## src/hw/rtl/lev_pkg.sv

```systemverilog
package lev_pkg;

  localparam int REQ_W     = 2;
  localparam int CHAR_W    = 8;
  localparam int OUT_LEN_W = 7;
  localparam int FRAC_W    = 16;
  localparam int NORM_W    = FRAC_W + 1;
  localparam int CNT_W     = $clog2(FRAC_W);

  localparam logic [REQ_W-1:0] REQ_FIRST  = 2'd0;
  localparam logic [REQ_W-1:0] REQ_SECOND = 2'd1;
  localparam logic [REQ_W-1:0] REQ_FINISH = 2'd2;

  localparam logic [NORM_W-1:0] NORM_ONE = 17'h10000;
  localparam logic [CNT_W-1:0]  CNT_LAST = CNT_W'(FRAC_W - 1);

  typedef enum logic [1:0] {
    ST_IDLE,
    ST_DRAIN,
    ST_DIVIDE,
    ST_DONE
  } lev_state_t;

  typedef struct packed {
    logic load;
    logic clear;
    logic active;
  } lev_cell_ctl_t;

endpackage

```

## src/hw/rtl/lev_cell.sv

```systemverilog
module lev_cell #(
  parameter int LEN_W = 7,
  parameter int IDX   = 1
) (
  input  logic                        clk,
  input  logic                        rst_n,
  input  lev_pkg::lev_cell_ctl_t      ctl,
  input  logic [lev_pkg::CHAR_W-1:0]  load_char,
  input  logic                        in_valid,
  input  logic [lev_pkg::CHAR_W-1:0]  in_char,
  input  logic [LEN_W-1:0]            in_left,
  input  logic [LEN_W-1:0]            in_diag,
  output logic                        out_valid_r,
  output logic [lev_pkg::CHAR_W-1:0]  out_char_r,
  output logic [LEN_W-1:0]            out_left_r,
  output logic [LEN_W-1:0]            out_diag_r
);
  import lev_pkg::*;

  logic [CHAR_W-1:0] char_r;
  logic [LEN_W-1:0]  cost_r;
  logic [LEN_W-1:0]  cost_nxt;
  logic [LEN_W:0]    up_c;
  logic [LEN_W:0]    left_c;
  logic [LEN_W:0]    sub_c;
  logic [LEN_W:0]    best;
  logic [LEN_W-1:0]  left_nxt;
  logic [LEN_W-1:0]  diag_nxt;

  always_comb begin
    up_c   = {1'b0, cost_r} + (LEN_W+1)'(1);
    left_c = {1'b0, in_left} + (LEN_W+1)'(1);
    sub_c  = {1'b0, in_diag} + (LEN_W+1)'(char_r != in_char);
    best   = up_c;
    if (left_c < best) begin
      best = left_c;
    end
    if (sub_c < best) begin
      best = sub_c;
    end
  end

  always_comb begin
    cost_nxt = cost_r;
    left_nxt = in_left;
    diag_nxt = in_diag;
    if (ctl.active) begin
      left_nxt = best[LEN_W-1:0];
      diag_nxt = cost_r;
    end
    if (ctl.clear) begin
      cost_nxt = LEN_W'(IDX);
    end else if (in_valid && ctl.active) begin
      cost_nxt = best[LEN_W-1:0];
    end
  end

  always_ff @(posedge clk) begin
    if (!rst_n) begin
      cost_r      <= LEN_W'(IDX);
      out_valid_r <= 1'b0;
    end else begin
      cost_r      <= cost_nxt;
      out_valid_r <= in_valid;
    end
  end

  always_ff @(posedge clk) begin
    if (ctl.load) begin
      char_r <= load_char;
    end
    out_char_r <= in_char;
    out_left_r <= left_nxt;
    out_diag_r <= diag_nxt;
  end

endmodule

```

## config.mk

```make
export PLATFORM = sky130hd
export DESIGN_NAME = lev_cell
export DESIGN_NICKNAME = d
export VERILOG_FILES = /design/src/hw/rtl/lev_pkg.sv /design/src/hw/rtl/lev_cell.sv
export SDC_FILE = /design/constraint.sdc
export NUM_CORES = 1
export LEC_CHECK = 0
export ABC_AREA = 1
export BUFFER_PORTS_ARGS = -buffer_cell sky130_fd_sc_hd__buf_2
export CORE_MARGIN = 3
export CORE_UTILIZATION = 35
export DETAILED_ROUTE_END_ITERATION = 16
export GPL_ROUTABILITY_DRIVEN = 0
export GPL_TIMING_DRIVEN = 0
export SLEW_MARGIN = 20
export SYNTH_ARGS = -nofsm -noshare
export SYNTH_HDL_FRONTEND = slang
export SYNTH_SLANG_ARGS = --single-unit
```

## constraint.sdc

```tcl
create_clock -name clk -period 3.5 [get_ports clk]
set_clock_uncertainty 0.05 [all_clocks]
set_input_delay 0.525 -clock clk [delete_from_list [all_inputs] [get_ports clk]]
set_output_delay 0.525 -clock clk [all_outputs]
set_load 0.02 [all_outputs]
```

==> results.json, run 1 <==
{
  "post_drt_wl_per_cell_um": 13.5,
  "antenna_found_initial": 0,
  "synth_cell_types": 27,
  "mostFrequentLayoutCells": "buf_2, nand2_1, inv_1, nand3_1, dfxtp_1",
  "tightestPinTransition_ps": 481,
  "fin_tns_setup_ps": 0,
  "ys.flop_type": "dfxtp_1",
  "post-route-period-util_pct": 99.1,
  "grt_pass1_wl_mm": 8.99,
  "path_max_fanout": 6,
  "final_util_pct": 53.6,
  "grt_setup_unrepaired": "true",
  "start_util_pct": 36.6,
  "synth_edf_count": 8,
  "netlist_instances": 297,
  "syn_area_um2": 2210,
  "num_rows": 28,
  "wirelength_mm": 6.23,
  "first_pass_iters": 6,
  "track_usage_pct": 15.9,
  "finalHoldViolCount": 0,
  "hold_path.class": "in -> reg",
  "io_buffers": 58,
  "clock_sinks": 38,
  "grt_pass1_vias": 1957,
  "routed-via-count": 2242,
  "regToRegStartpoint": "cost_r[2]$_SDFFE_PP0P_",
  "async_flop_share_pct": 0,
  "dieArea_um2": 7290,
  "ant_nets": 0,
  "dpl.hpwl_mm": 4.37,
  "vias_per_cell": 4.85,
  "synth_seq_cells": 38,
  "drcViolationCount": 0,
  "p_leak_nw": 1.64,
  "cts_root_buf": "clkbuf_8",
  "slew_viol_final": 0,
  "cts_tree": "built",
  "syn_nets": 350,
  "die_x_um": 85.4,
  "total_power_w": 0.00135,
  "critPathRequiredTime_ps": 3640,
  "layout_commonest_cell": "buf_2",
  "maxCapViolCount": 0,
  "status": "finished, final reports clean",
  "power_density_nw_per_um2": 419,
  "syn2layout_area_growth_pct": 46.3,
  "grt_start_max_net_pins": 14,
  "startpoint": "cost_r[2]$_SDFFE_PP0P_",
  "seq_area_frac_synth_pct": 38.1,
  "ctsHoldBuffers": 0,
  "cts_made_buffers": 5,
  "nets": 439,
  "floorplan.io_pins": 59,
  "cts_max_level": 2,
  "die_h_um": 85.4,
  "dr.first_iter.drc_count": 166,
  "clk_pin_slew_ps": 90,
  "hold_ws_ps": 299,
  "criticalPathCategory": "reg -> reg",
  "cp.arrival_ps": 3610,
  "hp-start": "in_char[5]",
  "drive_gt1_share_pct": 40.3,
  "yosys_warnings": 0,
  "syn_area_per_cell_um2": 7.43,
  "cts_max_path_buffers": 2,
  "core_area_um2": 6030,
  "fmax_ghz": 0.288,
  "end_kind": "flop",
  "period_needed_ps": 3470,
  "clock_latency_ps": 290,
  "num_antenna_cells": 0,
  "start_kind": "flop",
  "slew-limit-headroom_pct": 67.9,
  "peakVddDrop_v": 0.000210,
  "setup_viol": 0,
  "grt.overflow.total": 0
}
==> metrics by stage <==
stage	cells	setup slack (ps)	cell area, um2
6_report	462	30.4	3230
5_1_grt	462	-114	3230
4_1_cts	446	6.66	2850
3_5_place_dp	430	-638	2610
3_3_place_gp	430	-636	2610
2_1_floorplan	297	14.3	2220
==> synthesized netlist by cell type, types with 3 or more instances <==
cell       n  area share [%]
a21oi_1   15             3.4
xor2_1    11             4.4
ha_1      17             9.6
nand2_1   67              11
o21ai_0   14             3.2
xnor2_1    7             2.8
nor3_1     3            0.68
o21ai_1    8             1.8
edfxtp_1   8              11
nand3_1   33             7.5
nor2_1    15             2.6
nand4_1    4             1.1
inv_1     48             8.2
dfxtp_1   30              27
==> report_power, final <==
group          switching (W)  internal, W  total [W]
clock               0.000172     0.000212   0.000385
combinational       0.000266     0.000208   0.000474
sequential         0.0000121     0.000482   0.000495
==> cell families (layout without fill, tap and decap cells) <==
logic type,after synthesis,count (layout),share of synthesized area (%)
AO/OA/AOI/OAI,38,38,8.74
XOR/XNOR,18,18,7.15
adder cells (fa/ha/maj),17,17,9.64
flip-flops,38,38,38.1
AND/OR/NAND/NOR,130,130,26.2
buffers and inverters,56,146,10.2
==> layer usage <==
layer / wire length [um] / global-route usage (%) / share of wire, %
met5: 0 / 0 / 0
met4: 74 / 4.46 / 1.2
met3: 374 / 3.01 / 6.0
met2: 3210 / 27.5 / 51
met1: 2570 / 20.0 / 41
==> area by class of cell <==
type	count	area [um2]
fill	558	2800
multi-input combinational	203	1420
sequential	38	852
timing repair buffer	82	492
inverter	49	191
tap	75	93.8
clock buffer	5	68.8
buffer	7	65.1
clock inverter	3	45.0
==> timing repair <==
action                                  4_1_cts  5_1_grt
endpoints found under the setup margin       14       14
endpoints found under the hold margin         0        0
buffers inserted                              8       15
gates resized for setup                      17       66
pin swaps                                     8       27
cloned                                        0        1
==> worst max-delay path, cell delays in order (launching register included) <==
cell	delay (ps)
dfxtp_4	390
nand2_4	70
nor2_4	110
buf_4	120
buf_4	90
nand4_1	120
ha_1	360
nand2_1	80
a21oi_2	110
nand2_2	70
nand2_2	90
buf_6	140
inv_6	40
o21ai_4	150
inv_2	80
ha_4	220
a21oi_2	140
nor2_2	60
a211oi_4	330
nand2_4	120
buf_8	150
nand2_4	50
nand3_2	80
nand2_2	90
inv_1	40
==> final timing paths <==
path	to	slack, ps	cells past startpoint
max	cost_r[5]$_SDFFE_PP0P_	30	24
min	out_char_r[5]$_DFF_P_	300	1
max reg2reg	cost_r[5]$_SDFFE_PP0P_	30	24
min reg2reg	out_diag_r[3]$_DFF_P_	480	2
==> registers in the layout, summed over array words and instances (netlist names) <==
signal       cells
out_diag_r       7
out_valid_r      1
out_char_r       8
char_r           8
cost_r           7
out_left_r       7
Power figures use the tool's default switching activity.
==> inputs of run 2 (changes only) <==
- BUFFER_PORTS_ARGS: -buffer_cell sky130_fd_sc_hd__buf_2 -> not set
- DONT_BUFFER_PORTS: not set -> 1
==> run 2 against run 1 <==
The run now ends with setup timing left. Sequential power up 7.7%. Global-route usage down 0.54 points. Sequential share of layout area up 4.1 points. First-iteration DRC count up 1.8%. Sequential cell count unchanged. Critical path type unchanged.
==> results.json, run 2 (same netlist as run 1, synthesis figures left out) <==
{
  "fillCellCount": 592,
  "cts_root_buf": "clkbuf_8",
  "maxCapViolCount": 0,
  "cp_cell_sequence": "clkinvlp_4 > nor2_4 > xor2_2 > ha_1 > nand2_1 > inv_1 > nand2_1 > nand2_1 > nand2_1 > nand3_1 > nand2_1 > nand2_2 > buf_4 > o21ai_1 > ha_4 > nand2_4 > nor2_2 > a211oi_4 > nand2_4 > buf_6 > nand2_2 > nand3_2 > nand2_2 > inv_1",
  "fmax_ghz": 0.281,
  "num_rows": 28,
  "p_seq_share_pct": 40.2,
  "nets": 372,
  "setup_viol": 12,
  "tightestPinTransition_ps": 542,
  "start_kind": "flop",
  "comb_power_share_pct": 25.2,
  "antenna_found_initial": 0,
  "die_x_um": 85.4,
  "path_buf_inv": 5,
  "floorplan.io_pins": 59,
  "cts_made_buffers": 5,
  "peakVddDrop_v": 0.000245,
  "p_leak_nw": 1.30,
  "cts_tree": "built",
  "clock_sinks": 38,
  "dr.first_iter.drc_count": 169,
  "power_density_nw_per_um2": 475,
  "routed-via-count": 1991,
  "vias_per_cell": 5.04,
  "syn2layout_area_growth_pct": 26.6,
  "io_buffers": 0,
  "cts_max_path_buffers": 2,
  "status": "finished with violations",
  "slew-limit-headroom_pct": 63.9,
  "period_needed_ps": 3560,
  "die_h_um": 85.4,
  "first_pass_iters": 4,
  "final_util_pct": 46.3,
  "grt_setup_unrepaired": "true",
  "finalHoldViolCount": 0,
  "wirelength_mm": 6.09,
  "hold_ws_ps": 203,
  "slowest_delay_ps": 380,
  "hold_path.class": "in -> reg",
  "clock_latency_ps": 300,
  "slew_viol_final": 0,
  "dpl.hpwl_mm": 4.32,
  "p_switching_w": 0.000414,
  "drive_gt1_share_pct": 23.8,
  "internal_power_w": 0.000911,
  "critPathRequiredTime_ps": 3650,
  "ant_nets": 0,
  "multi_input_area_um2": 1360,
  "layout_commonest_cell": "nand2_1",
  "netSwitchingFraction_pct": 31.3,
  "startpoint": "cost_r[0]$_SDFFE_PP1P_",
  "num_antenna_cells": 0,
  "end_kind": "flop",
  "setup_ws_ps": -63.4,
  "p_clk_share_pct": 34.6,
  "post-route-period-util_pct": 102,
  "start_util_pct": 36.6,
  "grt_pass1_vias": 1829,
  "track_usage_pct": 15.3,
  "seqCellArea_um2": 852,
  "place_area_um2": 2320,
  "slowest_stage": "dfxtp_4",
  "grt_pass1_wl_mm": 8.75,
  "cts_max_level": 2,
  "criticalPathCategory": "reg -> reg",
  "drcViolationCount": 0,
  "reg.largest.list": "char_r: 8 flops, out_char_r: 8 flops",
  "hp-start": "in_char[5]",
  "final_cell_area_um2": 2790,
  "cpMostUsedCell": "nand2_1",
  "violations": "setup timing",
  "path_delay_family": "simple AND/OR/NAND/NOR gates",
  "grt_start_max_net_pins": 14,
  "grt.overflow.total": 0,
  "mostFrequentLayoutCells": "nand2_1, inv_1, nand3_1, dfxtp_1",
  "dieArea_um2": 7290,
  "cp.arrival_ps": 3720,
  "core_area_um2": 6030,
  "regToRegStartpoint": "cost_r[0]$_SDFFE_PP1P_",
  "post_drt_wl_per_cell_um": 15.4,
  "clk_pin_slew_ps": 90,
  "path_max_fanout": 5
}
## run 2: routing by layer
metal / GRT usage [%] / routed length [um]
met1: 18.9 / 2500
met2: 26.2 / 3220
met3: 3.69 / 272
met4: 4.89 / 99
met5: 0 / 0
## run 2: power by group through the flow
stage          Sequential (W)  Combinational [W]  Clock, W
6_report             0.000533           0.000334  0.000459
5_1_grt              0.000536           0.000372  0.000483
4_1_cts              0.000534           0.000278  0.000464
3_5_place_dp         0.000545           0.000255         0
3_3_place_gp         0.000544           0.000251         0
2_1_floorplan        0.000540           0.000206         0
## run 2: cell type report
class / instances / share of cell area (%)
flip-flops and latches: 38 / 30.5
inverters: 49 / 6.81
repair buffers: 15 / 3.85
clock inverters: 3 / 2.46
clock buffers: 5 / 2.46
well taps: 75 / 3.36
multi-input cells: 203 / 48.5
plain buffers: 7 / 2.02
## run 2: timing repair
action                     CTS  global route
buffers inserted             4             8
cloned                       0             3
hold buffers                 0             0
setup endpoints to repair   14            14
pin swaps                    8            26
resized for setup           13            44
## run 2: final timing paths
check / to / slack (ps) / cells after the start
worst min-delay path: out_char_r[5]$_DFF_P_ / 200 / 0
worst min register to register: out_diag_r[4]$_DFF_P_ / 460 / 2
worst max-delay path: cost_r[5]$_SDFFE_PP0P_ / -60 / 24
worst max register to register: cost_r[5]$_SDFFE_PP0P_ / -60 / 24
## run 2: through the flow
step | TNS (ps) | setup WS (ps) | std cells | power (W)
final | -499 | -63.4 | 395 | 0.00133
after floorplan | 0 | 14.3 | 297 | 0.000745
after global placement | -5080 | -443 | 372 | 0.000796
after detailed placement | -5150 | -439 | 372 | 0.000800
after global routing | -2550 | -214 | 395 | 0.00139
after CTS | 0 | 0.521 | 384 | 0.00128
