### src/hw/rtl/lev_pkg.sv
package lev_pkg;

  localparam int REQ_W     = 2;
  localparam int CHAR_W    = 8;
  localparam int OUT_LEN_W = 7;
  localparam int FRAC_W    = 16;
  localparam int NORM_W    = FRAC_W + 1;
  localparam int CNT_W     = $clog2(FRAC_W);

  localparam logic [REQ_W-1:0] REQ_FIRST  = 2'd0;
  localparam logic [REQ_W-1:0] REQ_SECOND = 2'd1;
  localparam logic [REQ_W-1:0] REQ_FINISH = 2'd2;

  localparam logic [NORM_W-1:0] NORM_ONE = 17'h10000;
  localparam logic [CNT_W-1:0]  CNT_LAST = CNT_W'(FRAC_W - 1);

  typedef enum logic [1:0] {
    ST_IDLE,
    ST_DRAIN,
    ST_DIVIDE,
    ST_DONE
  } lev_state_t;

  typedef struct packed {
    logic load;
    logic clear;
    logic active;
  } lev_cell_ctl_t;

endpackage

### src/hw/rtl/lev_div.sv
module lev_div #(
  parameter int LEN_W = 7
) (
  input  logic                        clk,
  input  logic                        rst_n,
  input  logic                        start,
  input  logic [LEN_W-1:0]            dividend,
  input  logic [LEN_W-1:0]            divisor,
  output logic                        done,
  output logic [lev_pkg::NORM_W-1:0]  quotient
);
  import lev_pkg::*;

  logic              run_r, run_nxt;
  logic              done_r, done_nxt;
  logic [CNT_W-1:0]  cnt_r, cnt_nxt;
  logic [LEN_W:0]    rem_r, rem_nxt;
  logic [LEN_W-1:0]  div_r, div_nxt;
  logic [NORM_W-1:0] q_r, q_nxt;
  logic [LEN_W:0]    rem_sh;
  logic [LEN_W:0]    rem_step;
  logic              ge;

  always_comb begin
    rem_sh   = {rem_r[LEN_W-1:0], 1'b0};
    ge       = rem_sh >= {1'b0, div_r};
    rem_step = ge ? rem_sh - {1'b0, div_r} : rem_sh;
  end

  always_comb begin
    run_nxt  = run_r;
    done_nxt = 1'b0;
    cnt_nxt  = cnt_r;
    rem_nxt  = rem_r;
    div_nxt  = div_r;
    q_nxt    = q_r;
    if (start) begin
      div_nxt = divisor;
      cnt_nxt = CNT_LAST;
      rem_nxt = {1'b0, dividend};
      if (divisor == '0) begin
        q_nxt    = '0;
        done_nxt = 1'b1;
      end else if (dividend >= divisor) begin
        q_nxt    = NORM_ONE;
        done_nxt = 1'b1;
      end else begin
        q_nxt   = '0;
        run_nxt = 1'b1;
      end
    end else if (run_r) begin
      rem_nxt = rem_step;
      q_nxt   = {q_r[NORM_W-2:0], ge};
      cnt_nxt = cnt_r - CNT_W'(1);
      if (cnt_r == '0) begin
        run_nxt  = 1'b0;
        done_nxt = 1'b1;
      end
    end
  end

  always_ff @(posedge clk) begin
    if (!rst_n) begin
      run_r  <= 1'b0;
      done_r <= 1'b0;
      cnt_r  <= '0;
    end else begin
      run_r  <= run_nxt;
      done_r <= done_nxt;
      cnt_r  <= cnt_nxt;
    end
  end

  always_ff @(posedge clk) begin
    rem_r <= rem_nxt;
    div_r <= div_nxt;
    q_r   <= q_nxt;
  end

  assign done     = done_r;
  assign quotient = q_r;

endmodule

### config.mk
export PLATFORM = sky130hd
export DESIGN_NAME = lev_div
export DESIGN_NICKNAME = d
export VERILOG_FILES = /design/src/hw/rtl/lev_pkg.sv /design/src/hw/rtl/lev_div.sv
export SDC_FILE = /design/constraint.sdc
export NUM_CORES = 1
export LEC_CHECK = 0
export ABC_AREA = 1
export BUFFER_PORTS_ARGS = -buffer_cell sky130_fd_sc_hd__buf_2
export CORE_ASPECT_RATIO = 1.2
export CORE_UTILIZATION = 56
export CTS_CLUSTER_DIAMETER = 120
export DETAILED_ROUTE_END_ITERATION = 8
export GPL_TIMING_DRIVEN = 0
export PLACE_DENSITY = 0.79
export SLEW_MARGIN = 20
export SYNTH_ARGS = -nofsm -noshare
export SYNTH_HDL_FRONTEND = slang
export SYNTH_SLANG_ARGS = --single-unit
### constraint.sdc
create_clock -name clk -period 2.03 [get_ports clk]
set_input_delay 0 -clock clk [delete_from_list [all_inputs] [get_ports clk]]
set_output_delay 0 -clock clk [all_outputs]
set_load 0.03 [all_outputs]
==> metrics, run 1 <==
status completed; Reg2Reg Depth 9; clock sinks 37; IO Count 35; Die Wd 58.6 um; final setup violation count 0; setup_tns 0 ps; Clock Tree Buf Depth 2; CTS tree yes; critical path, cell by cell fa_1, nand3_1, nand3_2, nand2_2, nand2_4, nand2_4, nand2_1, nand2_1, nand2_1; WL met1 ~1800 um; Core Region roughly 3700 um2; largest net degree at the start of global routing 27; crit-path max cell delay about 500 ps; Cell Area, Placed roughly 2400 um2; root buffer cell clkbuf_8; pwr dens 881 nW/um2; # nets final about 330; Internal 1.55 mW; Post-Route WL 3960 um; Die Y ~70 um; CP Depth 9; syn_nets about 280; CP Data Required Time between 2000 and 2500 ps; critical path arrival roughly 2000 ps; Synthesis Warnings 0; Leakage roughly 1.3 nW; CP top delay family simple AND/OR/NAND/NOR gates; Syn Area/Cell between 8 and 9 um2; post-route antenna net violation count 0; Post-Syn Area approximately 2200 um2; Worst setup SP type register; cts bufs inserted 5; worst skew pair latency ~290 ps; GRT Overall Usage 22.6%; Via density between 4 and 5; Slew @ Worst Pin between 900 and 1000 ps; period utilisation layout roughly 94%; hold depth 3; CP max stage cell fa_1; WL met3 143 um; final worst path period need ~1900 ps; max_cap viols 0; Final Hold Fails 0; clock network fraction of total power roughly 28%; Tot Pwr ~2.3 mW; peak supply drop 497 uV; kind of end point of the critical path register; max-slew violation count 0; post-DR wirelength/cell 11.4 um; sequential power share roughly 43%; Met2 Wirelength between 1500 and 2000 um; layout cell share with drive strength beyond 1 18.6%; DR vias between 1.5k and 2k; I/O Buffers 34; Seq/Total Area, Yosys around 49%; Buf/Inv on CP 0; fillcell total approximately 310; Max Clock Freq around 530 MHz; ANT cells 0; die footprint just over 4000 um2; Final Cell Area 2580 um2; Starting Density about three fifths; Worst slew margin 35.7%; power share of the combinational group 29.3%; GPL Wtd Cong 0.860; CP most frequent cell nand2_1; post-CTS sizing 0; Crit Path Category reg2reg; initial antenna violation count 0; Post-Synthesis Cells 246; Post-DP HPWL 2850 um; vias in the first global route 1,604; drt initial violations 74; clk_skew ~8.6 ps; Switching Share roughly a third; first-pass GRT wire length slightly below 7000 um; Distinct cells, synth 30; HP Class in2reg; Overflow after GRT 0; RSZ-0062 raised after global routing no; CTS H-tree depth 2; highest routed layer met4; synthesized flop and latch total 37; row count 24; drt first pass iters 4; CTS clk-pin slew, worst paths roughly 70 ps; P&R area growth vs syn 20.0%; NetSw roughly 730 uW; worst-path fanout max 7; residual DRC count 0
## flip-flops by register name (all words and copies together), names as in the netlist
name      cells
cnt_r         4
div_r         7
done          1
quotient     17
rem_r         7
run_r         1
## cell usage in the layout, fill, tap and decap left out, drive strengths merged, types with 2 or more instances in the layout
cell type / instances
nand2: 60
nor3: 2
inv: 52
buf: 36
xnor2: 2
nand4: 4
nand3b: 6
o21ai: 4
nand3: 18
clkbuf: 7
a21oi: 8
edfxtp: 31
nor2: 28
dfxtp: 6
ha: 15
dlygate4sd3: 8
## cell families (layout without fill, tap and decap cells)
group | count (synthesis) | after routing | synth area share, %
buffers and inverters | 56 | 106 | 10.9
AND/OR/NAND/NOR | 120 | 120 | 25.6
adder cells (fa/ha/maj) | 16 | 16 | 9.66
XOR/XNOR | 2 | 2 | 0.815
AO/OA/AOI/OAI | 15 | 15 | 4.13
flip-flops | 37 | 37 | 48.9
## worst min-delay path, stage by stage
cell     delay, ps
buf_2           90
nand2_1         50
nand2_1         60
## what timing repair did
item	4_1_cts	5_1_grt
setup buffers	0	0
hold buffers	8	0
endpoints found under the hold margin	11	0
## power by group through the flow
stage / registers, mW / clock network, mW / logic [mW]
after floorplan: 1.07 / 0 / 0.424
after global placement: 0.991 / 0 / 0.639
after detailed placement: 0.995 / 0 / 0.651
after CTS: 0.978 / 0.639 / 0.667
after global routing: 0.992 / 0.669 / 0.751
final: 0.978 / 0.630 / 0.666
## through the flow
step | setup slack (ps) | hold slack [ps] | utilization [%] | instances
floorplan | 316 | 97.6 | - | 246
global placement | 145 | 197 | 65.1 | 332
detailed placement | 140 | 192 | 65.1 | 332
CTS | 128 | 10.3 | 70.5 | 348
global route | 61.0 | 16.7 | 70.5 | 348
finish | 132 | 14.4 | 70.5 | 348
## cells in the mapped netlist (all sizes together)
master   n  area, um2
a21boi   1       7.51
a21oi    8       43.8
buf      2       22.5
clkbuf   2       17.5
dfxtp    6        120
edfxtp  31        931
fa       1       20.0
ha      15        188
inv     52        195
nand2   60        245
nand3   18       95.1
nand3b   6       45.0
nand4    4       25.0
nor2    28        113
nor3     2       15.0
nor4     1       6.26
o21a     1       7.51
o21ai    4       23.8
o22ai    1       6.26
or2      1       6.26
xnor2    2       17.5
## worst paths after layout
| check | start | end | slack, ps |
|---|---|---|---|
| worst max register to register | rem_r[0] | rem_r[5] | 130 |
| worst min register to register | quotient[5] | quotient[6] | 550 |
| worst max-delay path | rem_r[0] | rem_r[5] | 130 |
| worst min-delay path | dividend[4] | rem_r[4] | 10 |
## metal layers
layer  global-route usage [%]  vias to the layer above
met1                     28.2                      764
met2                     37.0                       38
li1                         -                      879
met4                     9.52                        0
met5                        0                        -
met3                     5.56                        8
## cell type report
class / count / area, um2 / share of cell area, %
Tap cell: 52 / 65.1 / 2.52
Timing Repair Buffer: 42 / 250 / 9.69
Clock buffer: 5 / 68.8 / 2.67
Buffer: 4 / 40.0 / 1.55
Sequential cell: 37 / 1050 / 40.7
Multi-Input combinational cell: 153 / 865 / 33.5
Clock inverter: 3 / 46.3 / 1.79
Inverter: 52 / 195 / 7.56
(Power assumes the default switching activity.)
==> run 2: changes to the inputs <==
--- a/config.mk
+++ b/config.mk
@@ -8,10 +8,12 @@
 export ABC_AREA = 1
 export BUFFER_PORTS_ARGS = -buffer_cell sky130_fd_sc_hd__buf_2
+export CELL_PAD_IN_SITES_DETAIL_PLACEMENT = 1
+export CELL_PAD_IN_SITES_GLOBAL_PLACEMENT = 2
 export CORE_ASPECT_RATIO = 1.2
-export CORE_UTILIZATION = 56
+export CORE_UTILIZATION = 34
 export CTS_CLUSTER_DIAMETER = 120
 export DETAILED_ROUTE_END_ITERATION = 8
 export GPL_TIMING_DRIVEN = 0
-export PLACE_DENSITY = 0.79
+export PLACE_DENSITY_LB_ADDON = 0.1
 export SLEW_MARGIN = 20
 export SYNTH_ARGS = -nofsm -noshare
==> constraint.sdc (replaced) <==
create_clock -name clk -period 2.03 [get_ports clk]
set_input_delay 0.1015 -clock clk [delete_from_list [all_inputs] [get_ports clk]]
set_output_delay 0.1015 -clock clk [all_outputs]
set_load 0.03 [all_outputs]
==> metrics, run 2 (synthesis gave the netlist of run 1 again) <==
Worst setup SP type register; worst skew pair latency 290 ps (about the same); Die Wd 74.6 um (+27%); drt initial violations 40 (-46%); fillcell total 765 (+150%); GRT Overall Usage 15.8% (-6.8 points); Starting Density 35.3% (-23 points); ANT cells 0 (unchanged); CTS clk-pin slew, worst paths 80 ps (about the same); critical path arrival 1930 ps (-20 ps); Met2 Wirelength 2590 um (+32%); Leakage 1.27 nW (-2.5%); GPL Wtd Cong 0.738 (-14%); P&R area growth vs syn 18.0%; final worst path period need 1870 ps (-25.3 ps); vias in the first global route 1,689 (+5.3%); Cell Area, Placed 2420 um2 (+1.6%); I/O Buffers 34 (unchanged); status completed; first-pass GRT wire length 7790 um (+13%); Post-Route Utilization 41.7% (-29 points); CP Data Required Time 2090 ps (about the same); Post-Route WL 4760 um (+20%); post-DR wirelength/cell 12.8 um (+12%); NetSw 733 uW (+0.73%); final worst setup slack 157 ps (+25.3 ps); clock sinks 37 (unchanged); Largest register FFs 17 (unchanged); most frequent cells in the layout 56 x nand2_1, 51 x inv_1, 34 x buf_2, 31 x edfxtp_1, 27 x nor2_1; cts bufs inserted 5 (unchanged); highest routed layer met4; power share of the combinational group 31.1% (+1.8 points); WL met3 84 um (-41%); max-slew violation count 0 (unchanged); final hold slack 12.6 ps (-1.76 ps); Core Region 6090 um2 (+66%); peak supply drop 432 uV (-13%); root buffer cell clkbuf_8; period utilisation layout 92.3% (-1.2 points); WL met1 2030 um (+15%); CTS tree yes; Via density 4.42 (-9.0%); Die Y 89.1 um (+28%); Worst slew margin 33.3% (-2.4 points); Final Cell Area 2540 um2 (-1.7%); DR vias 1,647 (-2.5%); CTS H-tree depth 2 (unchanged); die footprint 6650 um2 (+62%); residual DRC count 0 (unchanged); Post-DP HPWL 3740 um (+31%); max_cap viols 0 (unchanged); most common cell after layout, fill and taps aside nand2_1; drt first pass iters 3 (-1); post-route antenna net violation count 0 (unchanged); layout cell share with drive strength beyond 1 18.6% (-0.024 points); RSZ-0062 raised after global routing no; initial antenna violation count 0 (unchanged); final setup violation count 0 (unchanged); kind of end point of the critical path register; largest net degree at the start of global routing 27 (unchanged); Slew @ Worst Pin 999 ps (+35.9 ps); Internal 1.41 mW (-9.1%); IO Count 35 (unchanged); clock network fraction of total power 23.1% (-4.6 points); Final Hold Fails 0 (unchanged); Switching Share 34.3% (+2.3 points); worst-path fanout max 7 (unchanged); row count 31 (+29%); clk_skew 11.1 ps (+2.47 ps); Crit Path Category reg2reg; dpl ws 70.6 ps (-69.5 ps); sequential power share 45.8% (+2.8 points); Overflow after GRT 0 (unchanged); pwr dens 843 nW/um2 (-4.3%); Clock Tree Buf Depth 2 (unchanged); # nets final 323 (-1.5%); HP Class in2reg; Max Clock Freq 534 MHz (+1.3%); setup_tns 0 ps (unchanged)
==> run 2: changes by cell type in the layout (fill, tap and decap cells not counted) <==
cell	change
clkinv_2	+1
clkinv_4	-1
clkinv_1	+2
fa_1	-1
clkinvlp_4	-1
dlygate4sd3_1	-5
fa_2	+1
bufinv_16	-1
==> run 2: critical path, cell delays in order (launching register included) <==
cell	delay [ps]
edfxtp_1	440
ha_1	340
ha_1	190
nand3_1	90
nand3_2	90
nand2_2	130
nand2_4	110
nand2_4	100
nand2_1	50
nand2_1	60
nand2_1	50
==> run 2: area by class of cell <==
class	instances	area (um2)	area share (%)
Sequential cell	37	1050	41.4
Multi-Input combinational cell	153	867	34.2
Timing Repair Buffer	37	200	7.89
Inverter	52	195	7.69
Tap cell	82	103	4.04
Clock buffer	5	68.8	2.71
Buffer	4	40.0	1.58
Clock inverter	3	12.5	0.493
==> run 2: path summary, 6_finish.rpt <==
check,start,end,slack (ps),cells after the start
worst max-delay path,rem_r[0],rem_r[5],160,10
worst min-delay path,divisor[3],div_r[3],10,1
worst min register to register,cnt_r[3],cnt_r[3],540,2
worst max register to register,rem_r[0],rem_r[5],160,10
==> run 2: power by group through the flow <==
stage | combinational, mW | clock, mW | sequential (mW)
after CTS | 0.680 | 0.516 | 0.982
after global placement | 0.670 | 0 | 0.996
after global routing | 0.760 | 0.535 | 0.992
after detailed placement | 0.672 | 0 | 0.998
final | 0.665 | 0.493 | 0.980
after floorplan | 0.424 | 0 | 1.07
==> run 2: layer usage <==
metal | up-vias | global-route usage [%]
met5 | - | 0
met2 | 17 | 29.6
met3 | 4 | 2.37
met4 | 0 | 5.66
met1 | 756 | 18.0
li1 | 870 | -
==> run 2: through the flow <==
stage | total power [mW] | cells
final | 2.14 | 373
after global routing | 2.29 | 373
after CTS | 2.18 | 373
after detailed placement | 1.67 | 362
after global placement | 1.67 | 362
after floorplan | 1.49 | 246
==> run 2: timing repair <==
item                       CTS  global route
hold endpoints to repair     3             0
setup buffers                0             0
gates resized for setup      0             1
hold buffers                 3             0
setup endpoints to repair    0             1
